===== src/rtl/lfpr_pkg.sv =====
package lfpr_pkg;

	localparam int DEF_FRAME_SLOTS = 4;
	localparam int DEF_FRAME_BYTES = 64;

	localparam int BYTE_W     = 8;
	localparam int LEN_W      = 2 * BYTE_W;
	localparam int HDR_MARGIN = 3;

	localparam logic [BYTE_W-1:0] START_CHAR = 8'h24;
	localparam logic [BYTE_W-1:0] END_CHAR   = 8'h40;

	// one result as it leaves the block
	typedef struct packed {
		logic [BYTE_W-1:0] data_byte;
		logic              is_frame_byte;
		logic              last;
		logic              queue_empty;
		logic              frame_done;
		logic              frame_dropped;
	} result_t;

endpackage


===== src/rtl/lfpr_ram.sv =====
module lfpr_ram #(
	parameter int WIDTH = 8,
	parameter int DEPTH = 256,
	parameter int AW    = (DEPTH > 1) ? $clog2(DEPTH) : 1
) (
	input  logic             clk,
	input  logic             we,
	input  logic [AW-1:0]    waddr,
	input  logic [WIDTH-1:0] wdata,
	input  logic             re,
	input  logic [AW-1:0]    raddr,
	output logic [WIDTH-1:0] rdata
);

	logic [WIDTH-1:0] mem [DEPTH];

	always_ff @(posedge clk) begin
		if (we) begin
			mem[waddr] <= wdata;
		end
		if (re) begin
			rdata <= mem[raddr];
		end
	end

endmodule


===== src/rtl/lfpr_parser.sv =====
module lfpr_parser
	import lfpr_pkg::*;
#(
	parameter int FRAME_SLOTS = DEF_FRAME_SLOTS,
	parameter int FRAME_BYTES = DEF_FRAME_BYTES
) (
	input  logic                                               clk,
	input  logic                                               arst_n,
	input  logic                                               take,
	input  logic [BYTE_W-1:0]                                  rx_byte,
	input  logic                                               ring_full,
	output logic                                               fwe,
	output logic [$clog2(FRAME_SLOTS)+$clog2(FRAME_BYTES)-1:0] fwaddr,
	output logic [BYTE_W-1:0]                                  fwdata,
	output logic                                               lwe,
	output logic [$clog2(FRAME_SLOTS)-1:0]                     lwaddr,
	output logic [$clog2(FRAME_BYTES+1)-1:0]                   lwdata,
	output logic                                               res_vld,
	output result_t                                            res
);

	localparam int SLOT_W = $clog2(FRAME_SLOTS);
	localparam int OFS_W  = $clog2(FRAME_BYTES);
	localparam int CNT_W  = $clog2(FRAME_BYTES + 1);

	typedef enum logic [5:0] {
		PS_HEAD0 = 6'b000001,
		PS_HEAD1 = 6'b000010,
		PS_LENH  = 6'b000100,
		PS_LENL  = 6'b001000,
		PS_DAT   = 6'b010000,
		PS_TAIL  = 6'b100000
	} pstate_t;

	pstate_t            state_q;
	logic [LEN_W-1:0]   exp_q;
	logic [CNT_W-1:0]   wc_q;
	logic [SLOT_W-1:0]  wslot_q;
	logic               blocked_q;

	logic [CNT_W-1:0]   wc_inc;
	logic [LEN_W-1:0]   wc_ext;
	logic [LEN_W-1:0]   len_full;
	logic               hdr_ok;
	logic               store;
	logic               tail_end;
	logic               dropped;
	logic               done;

	assign wc_inc   = wc_q + 1'b1;
	assign wc_ext   = LEN_W'(wc_inc);
	assign len_full = {exp_q[LEN_W-1:BYTE_W], rx_byte};
	assign hdr_ok   = ({1'b0, len_full} + (LEN_W+1)'(HDR_MARGIN)) < (LEN_W+1)'(FRAME_BYTES);

	assign store = take && (state_q == PS_LENH || state_q == PS_LENL || state_q == PS_DAT);

	// a frame that began on a full ring is parsed but never written
	assign fwe    = store && !blocked_q && (wc_q < CNT_W'(FRAME_BYTES));
	assign fwaddr = {wslot_q, wc_q[OFS_W-1:0]};
	assign fwdata = rx_byte;

	assign tail_end = take && (state_q == PS_TAIL) && (rx_byte == END_CHAR);
	assign dropped  = tail_end && (blocked_q || ring_full);
	assign done     = tail_end && !dropped;

	assign lwe    = done;
	assign lwaddr = wslot_q;
	assign lwdata = wc_q;

	assign res_vld = take;
	always_comb begin
		res               = '0;
		res.last          = 1'b1;
		res.frame_done    = done;
		res.frame_dropped = dropped;
	end

	always_ff @(posedge clk or negedge arst_n) begin
		if (!arst_n) begin
			state_q   <= PS_HEAD0;
			exp_q     <= '0;
			wc_q      <= '0;
			wslot_q   <= '0;
			blocked_q <= 1'b0;
		end else if (take) begin
			unique case (state_q)
				PS_HEAD0: begin
					if (rx_byte == START_CHAR) begin
						state_q <= PS_HEAD1;
					end
					wc_q <= '0;
				end
				PS_HEAD1: begin
					if (rx_byte == START_CHAR) begin
						state_q   <= PS_LENH;
						wc_q      <= '0;
						blocked_q <= ring_full;
					end else begin
						state_q <= PS_HEAD0;
					end
				end
				PS_LENH: begin
					wc_q    <= wc_inc;
					exp_q   <= {rx_byte, {BYTE_W{1'b0}}};
					state_q <= PS_LENL;
				end
				PS_LENL: begin
					wc_q    <= wc_inc;
					exp_q   <= len_full;
					state_q <= hdr_ok ? PS_DAT : PS_HEAD0;
				end
				PS_DAT: begin
					wc_q <= wc_inc;
					if (wc_ext == exp_q) begin
						state_q <= PS_TAIL;
					end else if (wc_ext > exp_q) begin
						state_q <= PS_HEAD0;
					end
				end
				PS_TAIL: begin
					if (done) begin
						wslot_q <= (wslot_q == SLOT_W'(FRAME_SLOTS - 1)) ? '0 : wslot_q + 1'b1;
					end
					state_q <= PS_HEAD0;
				end
				default: begin
					state_q <= PS_HEAD0;
				end
			endcase
		end
	end

endmodule


===== src/rtl/lfpr_popper.sv =====
module lfpr_popper
	import lfpr_pkg::*;
#(
	parameter int FRAME_SLOTS = DEF_FRAME_SLOTS,
	parameter int FRAME_BYTES = DEF_FRAME_BYTES
) (
	input  logic                                               clk,
	input  logic                                               arst_n,
	input  logic                                               take,
	input  logic                                               ring_empty,
	output logic                                               busy,
	output logic                                               lre,
	output logic [$clog2(FRAME_SLOTS)-1:0]                     lraddr,
	input  logic [$clog2(FRAME_BYTES+1)-1:0]                   lrdata,
	output logic                                               fre,
	output logic [$clog2(FRAME_SLOTS)+$clog2(FRAME_BYTES)-1:0] fraddr,
	input  logic [BYTE_W-1:0]                                  frdata,
	output logic                                               res_vld,
	output result_t                                            res,
	output logic                                               slot_freed
);

	localparam int SLOT_W = $clog2(FRAME_SLOTS);
	localparam int OFS_W  = $clog2(FRAME_BYTES);
	localparam int CNT_W  = $clog2(FRAME_BYTES + 1);

	typedef enum logic [2:0] {
		QS_IDLE   = 3'b001,
		QS_LEN    = 3'b010,
		QS_STREAM = 3'b100
	} qstate_t;

	qstate_t           state_q;
	logic [SLOT_W-1:0] rslot_q;
	logic [CNT_W-1:0]  len_q;
	logic [CNT_W-1:0]  cnt_q;
	logic              is_last;
	logic [OFS_W-1:0]  rofs;

	assign busy    = (state_q != QS_IDLE);
	assign is_last = (cnt_q == len_q);

	assign lre    = take && !ring_empty;
	assign lraddr = rslot_q;

	// cnt_q runs one ahead of the byte whose data is on frdata
	assign rofs   = (state_q == QS_STREAM) ? cnt_q[OFS_W-1:0] : '0;
	assign fraddr = {rslot_q, rofs};
	assign fre    = (state_q == QS_LEN) || ((state_q == QS_STREAM) && !is_last);

	assign slot_freed = (state_q == QS_STREAM) && is_last;

	always_comb begin
		res     = '0;
		res_vld = 1'b0;
		if (state_q == QS_STREAM) begin
			res_vld           = 1'b1;
			res.data_byte     = frdata;
			res.is_frame_byte = 1'b1;
			res.last          = is_last;
		end else if (take && ring_empty) begin
			res_vld         = 1'b1;
			res.queue_empty = 1'b1;
			res.last        = 1'b1;
		end
	end

	always_ff @(posedge clk or negedge arst_n) begin
		if (!arst_n) begin
			state_q <= QS_IDLE;
			rslot_q <= '0;
			len_q   <= '0;
			cnt_q   <= '0;
		end else begin
			unique case (state_q)
				QS_IDLE: begin
					if (take && !ring_empty) begin
						state_q <= QS_LEN;
					end
				end
				QS_LEN: begin
					len_q   <= lrdata;
					cnt_q   <= CNT_W'(1);
					state_q <= QS_STREAM;
				end
				QS_STREAM: begin
					cnt_q <= cnt_q + 1'b1;
					if (is_last) begin
						rslot_q <= (rslot_q == SLOT_W'(FRAME_SLOTS - 1)) ? '0 : rslot_q + 1'b1;
						state_q <= QS_IDLE;
					end
				end
				default: begin
					state_q <= QS_IDLE;
				end
			endcase
		end
	end

endmodule


===== src/rtl/length_framed_packet_receiver.sv =====
// channel  | direction | handshake                  | fields
// ---------+-----------+----------------------------+-------------------------------------------
// request  | in        | start high while busy low  | cmd, rx_byte
// result   | out       | strobe high for one cycle  | data_byte, is_frame_byte, last,
//          |           |                            | queue_empty, frame_done, frame_dropped
//
// a parse request's single result shows in the next cycle and a new request may follow
// right away
// a pop of an empty ring answers in the next cycle; a pop of an n-byte frame keeps busy
// high after the request until its last byte leaves the popper, paced by one slot-length
// read and then one frame-RAM read per byte, and its bytes pass through the output register
// arst_n clears all control state; the frame and length RAMs are not cleared
// the receiver cannot stall: results leave through a plain output register
module length_framed_packet_receiver
	import lfpr_pkg::*;
#(
	parameter int FRAME_SLOTS = DEF_FRAME_SLOTS,
	parameter int FRAME_BYTES = DEF_FRAME_BYTES
) (
	input  logic              clk,
	input  logic              arst_n,
	input  logic              start,
	output logic              busy,
	input  logic              cmd,
	input  logic [BYTE_W-1:0] rx_byte,
	output logic              strobe,
	output logic [BYTE_W-1:0] data_byte,
	output logic              is_frame_byte,
	output logic              last,
	output logic              queue_empty,
	output logic              frame_done,
	output logic              frame_dropped
);

	localparam int SLOT_W = $clog2(FRAME_SLOTS);
	localparam int OFS_W  = $clog2(FRAME_BYTES);
	localparam int CNT_W  = $clog2(FRAME_BYTES + 1);
	localparam int HELD_W = $clog2(FRAME_SLOTS + 1);
	localparam int ADDR_W = SLOT_W + OFS_W;

	// frame RAM: each slot owns a power-of-two window, slot number in the upper bits
	localparam int STORE_DEPTH = FRAME_SLOTS * (2 ** OFS_W);

	logic              accept;
	logic              parse_take;
	logic              pop_take;

	// count of complete frames in the ring
	logic [HELD_W-1:0] held_q;
	logic              ring_full;
	logic              ring_empty;

	logic              fwe;
	logic [ADDR_W-1:0] fwaddr;
	logic [BYTE_W-1:0] fwdata;
	logic              fre;
	logic [ADDR_W-1:0] fraddr;
	logic [BYTE_W-1:0] frdata;

	logic              lwe;
	logic [SLOT_W-1:0] lwaddr;
	logic [CNT_W-1:0]  lwdata;
	logic              lre;
	logic [SLOT_W-1:0] lraddr;
	logic [CNT_W-1:0]  lrdata;

	logic              p_vld;
	result_t           p_res;
	logic              q_vld;
	result_t           q_res;
	logic              slot_freed;

	logic              strobe_q;
	result_t           res_q;

	// busy only covers a pop in flight, so parse writes and pop reads of the RAMs never
	// share a cycle; a length written at a tail byte is in the RAM before any later pop
	// can read it
	assign accept     = start && !busy;
	assign parse_take = accept && !cmd;
	assign pop_take   = accept && cmd;

	assign ring_full  = (held_q == HELD_W'(FRAME_SLOTS));
	assign ring_empty = (held_q == '0);

	lfpr_ram #(
		.WIDTH (BYTE_W),
		.DEPTH (STORE_DEPTH)
	) u_frame_ram (
		.clk   (clk),
		.we    (fwe),
		.waddr (fwaddr),
		.wdata (fwdata),
		.re    (fre),
		.raddr (fraddr),
		.rdata (frdata)
	);

	lfpr_ram #(
		.WIDTH (CNT_W),
		.DEPTH (FRAME_SLOTS)
	) u_len_ram (
		.clk   (clk),
		.we    (lwe),
		.waddr (lwaddr),
		.wdata (lwdata),
		.re    (lre),
		.raddr (lraddr),
		.rdata (lrdata)
	);

	lfpr_parser #(
		.FRAME_SLOTS (FRAME_SLOTS),
		.FRAME_BYTES (FRAME_BYTES)
	) u_parser (
		.clk       (clk),
		.arst_n    (arst_n),
		.take      (parse_take),
		.rx_byte   (rx_byte),
		.ring_full (ring_full),
		.fwe       (fwe),
		.fwaddr    (fwaddr),
		.fwdata    (fwdata),
		.lwe       (lwe),
		.lwaddr    (lwaddr),
		.lwdata    (lwdata),
		.res_vld   (p_vld),
		.res       (p_res)
	);

	lfpr_popper #(
		.FRAME_SLOTS (FRAME_SLOTS),
		.FRAME_BYTES (FRAME_BYTES)
	) u_popper (
		.clk        (clk),
		.arst_n     (arst_n),
		.take       (pop_take),
		.ring_empty (ring_empty),
		.busy       (busy),
		.lre        (lre),
		.lraddr     (lraddr),
		.lrdata     (lrdata),
		.fre        (fre),
		.fraddr     (fraddr),
		.frdata     (frdata),
		.res_vld    (q_vld),
		.res        (q_res),
		.slot_freed (slot_freed)
	);

	// a stored frame and a freed slot never meet in one cycle
	always_ff @(posedge clk or negedge arst_n) begin
		if (!arst_n) begin
			held_q <= '0;
		end else if (p_vld && p_res.frame_done) begin
			held_q <= held_q + 1'b1;
		end else if (slot_freed) begin
			held_q <= held_q - 1'b1;
		end
	end

	// output register; parser and popper results are never valid together
	always_ff @(posedge clk or negedge arst_n) begin
		if (!arst_n) begin
			strobe_q <= 1'b0;
		end else begin
			strobe_q <= p_vld || q_vld;
		end
	end

	always_ff @(posedge clk) begin
		if (p_vld) begin
			res_q <= p_res;
		end else if (q_vld) begin
			res_q <= q_res;
		end
	end

	assign strobe        = strobe_q;
	assign data_byte     = res_q.data_byte;
	assign is_frame_byte = res_q.is_frame_byte;
	assign last          = res_q.last;
	assign queue_empty   = res_q.queue_empty;
	assign frame_done    = res_q.frame_done;
	assign frame_dropped = res_q.frame_dropped;

endmodule


===== config.mk =====
export PLATFORM = sky130hd
export DESIGN_NAME = length_framed_packet_receiver
export DESIGN_NICKNAME = d
export VERILOG_FILES = /design/src/rtl/lfpr_pkg.sv /design/src/rtl/lfpr_ram.sv /design/src/rtl/lfpr_parser.sv /design/src/rtl/lfpr_popper.sv /design/src/rtl/length_framed_packet_receiver.sv
export SDC_FILE = /design/constraint.sdc
export NUM_CORES = 2
export LEC_CHECK = 0
export BUFFER_PORTS_ARGS = -buffer_cell sky130_fd_sc_hd__buf_2
export CAP_MARGIN = 10
export CORE_UTILIZATION = 40
export CTS_BUF_LIST = sky130_fd_sc_hd__clkbuf_8
export CTS_CLUSTER_DIAMETER = 80
export CTS_CLUSTER_SIZE = 30
export DETAILED_ROUTE_END_ITERATION = 10
export PLACE_DENSITY = 0.53
export SYNTH_ARGS = -nofsm -noshare
export SYNTH_HDL_FRONTEND = slang
export SYNTH_SLANG_ARGS = --single-unit
export TNS_END_PERCENT = 10

===== constraint.sdc =====
create_clock -name clk -period 3.2 [get_ports clk]
set_input_delay 0.8 -clock clk [delete_from_list [all_inputs] [get_ports clk]]
set_output_delay 0.8 -clock clk [all_outputs]
set_load 0.01 [all_outputs]

==> results by group <==
Timing
  • Clock Skews: between 0.08 and 0.09 ns
  • Fin worst setup slack: -0.224 ns
  • Max-slew violations: 0
  • Fin. Hold Viols: 0
  • Worst slew margin: 16.7%
  • Setup violators final: 1,835
  • Final Cycle Share: 107%
  • Final Critical Period: 3.42 ns
  • Setup TNS: -119.06 ns
  • Worst-margin pin slew: 1.25 ns
  • Unrepaired setup endpoints after global routing: yes
  • Fmax: around 300 MHz

Setup path
  • CP Launch Type: flip-flop
  • CP endpoint kind: flip-flop
  • Worst-path maximum fanout: 8
  • Crit path buf inv count: 6
  • Max stage delay on crit path: 0.46 ns
  • Slowest CP cell: dfstp_2
  • CP arrival: about 4.3 ns
  • CP cell instances: buf_6 -> nor4bb_4 -> buf_6 -> buf_12 -> bufbuf_16 -> buf_12 -> buf_4 -> nand2_1 -> a21oi_1 -> nor4_2 -> nor4_2 -> mux2i_2 -> a22o_1 -> nor3_2
  • Setup CP Type: reg -> reg
  • CP top delay family: buffers and inverters
  • WP data required: a little over 4 ns

Route
  • Post-route ant nets: 0
  • DRC: 0
  • Vias post-DR: 56,100
  • Vias/cell: 5.73
  • 1st-iter DRT viols: about 6,800
  • Initial DRT Pass Iterations: 6
  • Routed len/inst: 29.0 um
  • Post-Route WL: 284,000 um

Floorplanning
  • Num rows: 169
  • Core Region: 213,000 sq um
  • Die span in x: 465 um
  • Die Footprint: roughly 220,000 sq um
  • Top Ports: 27
  • Initial Utilization: 40.4%
  • Die height: 465 um

Logic synthesis
  • Syn Nets: 6,100
  • Proportion of synthesized area in mux cells: under 10%
  • Synthesized area: about 86,000 sq um
  • Post-synth EDFFs: approximately 2,100
  • Register bit count reported by yosys: 2,159
  • Largest family of logic cells by synthesized area: simple AND/OR/NAND/NOR gates
  • Synth top area share: roughly three quarters
  • Post-synth top cells: 2,093 x edfxtp_1, 997 x nand2_1, 505 x nor2_1
  • Library cells used by synthesis: 86
  • Avg Inst Size Synth: 14.2 sq um
  • Gate Count Post-Synth: ~6,000
  • Post-synth top area cell: edfxtp_1
  • Synth Area in Compound Gates: between 7 and 8%
  • Cell with the most instances after synthesis: edfxtp_1
  • Adder-cell share of the synthesized area: less than 1%
  • Synth top area cells: edfxtp_1 73%, nand2_1 4.4%, mux2i_1 2.8%
  • Async S/R FF share, synth: 2.55%
  • Simple-Gate Fraction of Synth Area: 10.5%
  • Post-synthesis xor/xnor area fraction: 0.173%
  • Synth Warn #: 0
  • Register area share after synthesis: about 75%
  • Dominant synthesized flop cell: edfxtp_1

Layout
  • Area Growth Syn to Fin: 19.4%
  • Non-Filler Instances: 9,786
  • Share of cells above drive strength 1: 23.6%
  • Final net count: 6,893

Power and ir drop
  • Switching Power: 10.3 mW
  • Logic pwr share: 1.4%
  • Overall Power: around 46 mW
  • Switching Share: 22.4%
  • Clock power frac: 31.3%
  • Pint: 35.7 mW
  • PwrDens: about 450 nW/um^2
  • P_leak: 33.9 nW
  • Worst vdd ir: roughly 0.37 mV
  • Reg power frac: 67.3%

Place
  • Port bufs: 26
  • GPL Wtd Cong: between 0.9 and 1
  • Final HPWL DP: 181,000 um
  • DP Cell Count: 9,502

Global route
  • Initial antenna violation count: 15
  • Gr usage total: 25.4%
  • First-pass GRT wire length: 396,000 um
  • GRT overflow: 0
  • Largest net degree at the start of global routing: between 150 and 200
  • Vias in the first global route: 53,500

Clock tree
  • H-tree lvl count: 3
  • Root Driver: clkbuf_8
  • CTS tree: yes
  • Reg clk slew, reported paths: 0.16 ns
  • Clock Sinks: ~2,200
  • Clk_lat worst skew: 1.00 ns
  • TritonCTS buffer count: 112
  • Clock Tree Buf Depth: 3

Status
  • Failing checks: negative setup slack
  • Status: finished with violations

Job
  • Max-cap violations: 0

Min path
  • Hold Path Class: in -> reg
[final cells by class]
| type | instances | area (sq um) |
|---|---|---|
| well taps | 2821 | 3530 |
| repair buffers | 1089 | 10500 |
| inverters | 28 | 105 |
| multi-input cells | 3473 | 21200 |
| clock buffers | 115 | 1580 |
| diodes | 5 | 12.5 |
| flip-flops and latches | 2159 | 64500 |
| fillers | 18500 | 110000 |
| clock inverters | 96 | 1210 |
[stage by stage]
stage               area (sq um)  hold slack, ns  utilization (%)  setup slack (ns)
floorplan                  85900           0.439                -           -0.0489
global placement           96800           0.449             45.5            -0.635
detailed placement         96800           0.455             45.5            -0.671
CTS                       101000          0.0532             47.5            -0.190
global route              103000          0.0884             48.2            -0.269
finish                    103000           0.150             48.2            -0.224
[logic make-up after synthesis]
| logic type | after synthesis |
|---|---|
| AOI/OAI and AO/OA | 1060 |
| buffers and inverters | 438 |
| DFF | 2159 |
| xor gates and xnor gates | 17 |
| and+or+nand+nor | 2083 |
| adders and majority gates | 18 |
| muxes | 295 |
[layer usage]
layer | vias up | global-route usage, % | part of all wire, % | wire [um]
li1 | 24500 | - | - | -
met1 | 28800 | 36.7 | 43 | 121000
met2 | 2516 | 40.1 | 47 | 132000
met3 | 303 | 3.43 | 8.0 | 22800
met4 | 2 | 7.35 | 2.8 | 8020
met5 | - | 0 | 0.0060 | 17
[what timing repair did]
action	CTS	global route
buffers inserted	26	22
resized for setup	190	211
endpoints found under the hold margin	25	0
hold buffers	1	0
pin swaps	23	38
setup endpoints to repair	1921	2032
gates cloned	13	12
[state kept, by name, indices dropped and copies added (netlist names), 6 cells and up]
register,count
u_frame_ram.mem,2048
u_len_ram.mem,28
u_parser.exp_q,16
data_byte,8
u_frame_ram.rdata,8
u_len_ram.rdata,7
u_parser.lwdata,7
u_popper.cnt_q,7
u_popper.len_q,7
u_parser.state_q,6
[cells in the final DEF (no fill, tap or decap), drive strengths merged, types with 10 or more instances in the layout]
cell     instances
dfxtp           11
o211ai          24
a32oi           11
nand2          997
clkbuf         127
a211oi         170
nor3           104
mux4            33
nor4           173
bufbuf          10
a221oi          29
clkinv          20
a22oi           21
nor2b           29
ha              17
nand3          183
nand4           10
o21ai          222
o221ai          40
a22o            21
inv             86
edfxtp        2093
and3            15
dfrtp           53
a21oi          354
nor2           506
a2111oi         10
mux2            21
o22ai           40
mux2i          241
a31oi           58
buf           1066
or4             11
xnor2           10
[worst paths after layout]
path / startpoint / depth (start not counted) / slack, ns / to
worst max register to register: u_popper.state_q[0]$_DFFE_PN1P_ / 14 / -0.22 / u_frame_ram.rdata[4]$_DFFE_PP_
worst min-delay path: rx_byte[7] / 2 / 0.15 / u_parser.exp_q[7]$_DFFE_PN0P_
worst min register to register: is_frame_byte$_SDFFE_PP0P_ / 2 / 0.48 / is_frame_byte$_SDFFE_PP0P_
max in group asynchronous: arst_n / 3 / 2.01 / u_popper.cnt_q[5]$_DFFE_PN0P_
worst max-delay path: u_popper.state_q[0]$_DFFE_PN1P_ / 14 / -0.22 / u_frame_ram.rdata[4]$_DFFE_PP_
min in group asynchronous: arst_n / 2 / 0.47 / u_parser.state_q[5]$_DFFE_PN0P_
[power by group through the flow]
stage | Sequential [mW] | Clock (mW) | Combinational [mW]
floorplan | 31.6 | 0 | 0.0348
global placement | 31.6 | 0 | 0.652
detailed placement | 31.6 | 0 | 0.665
CTS | 31.0 | 14.6 | 0.664
global route | 31.0 | 15.5 | 0.688
finish | 31.0 | 14.4 | 0.653
(Power assumes the default switching activity.)
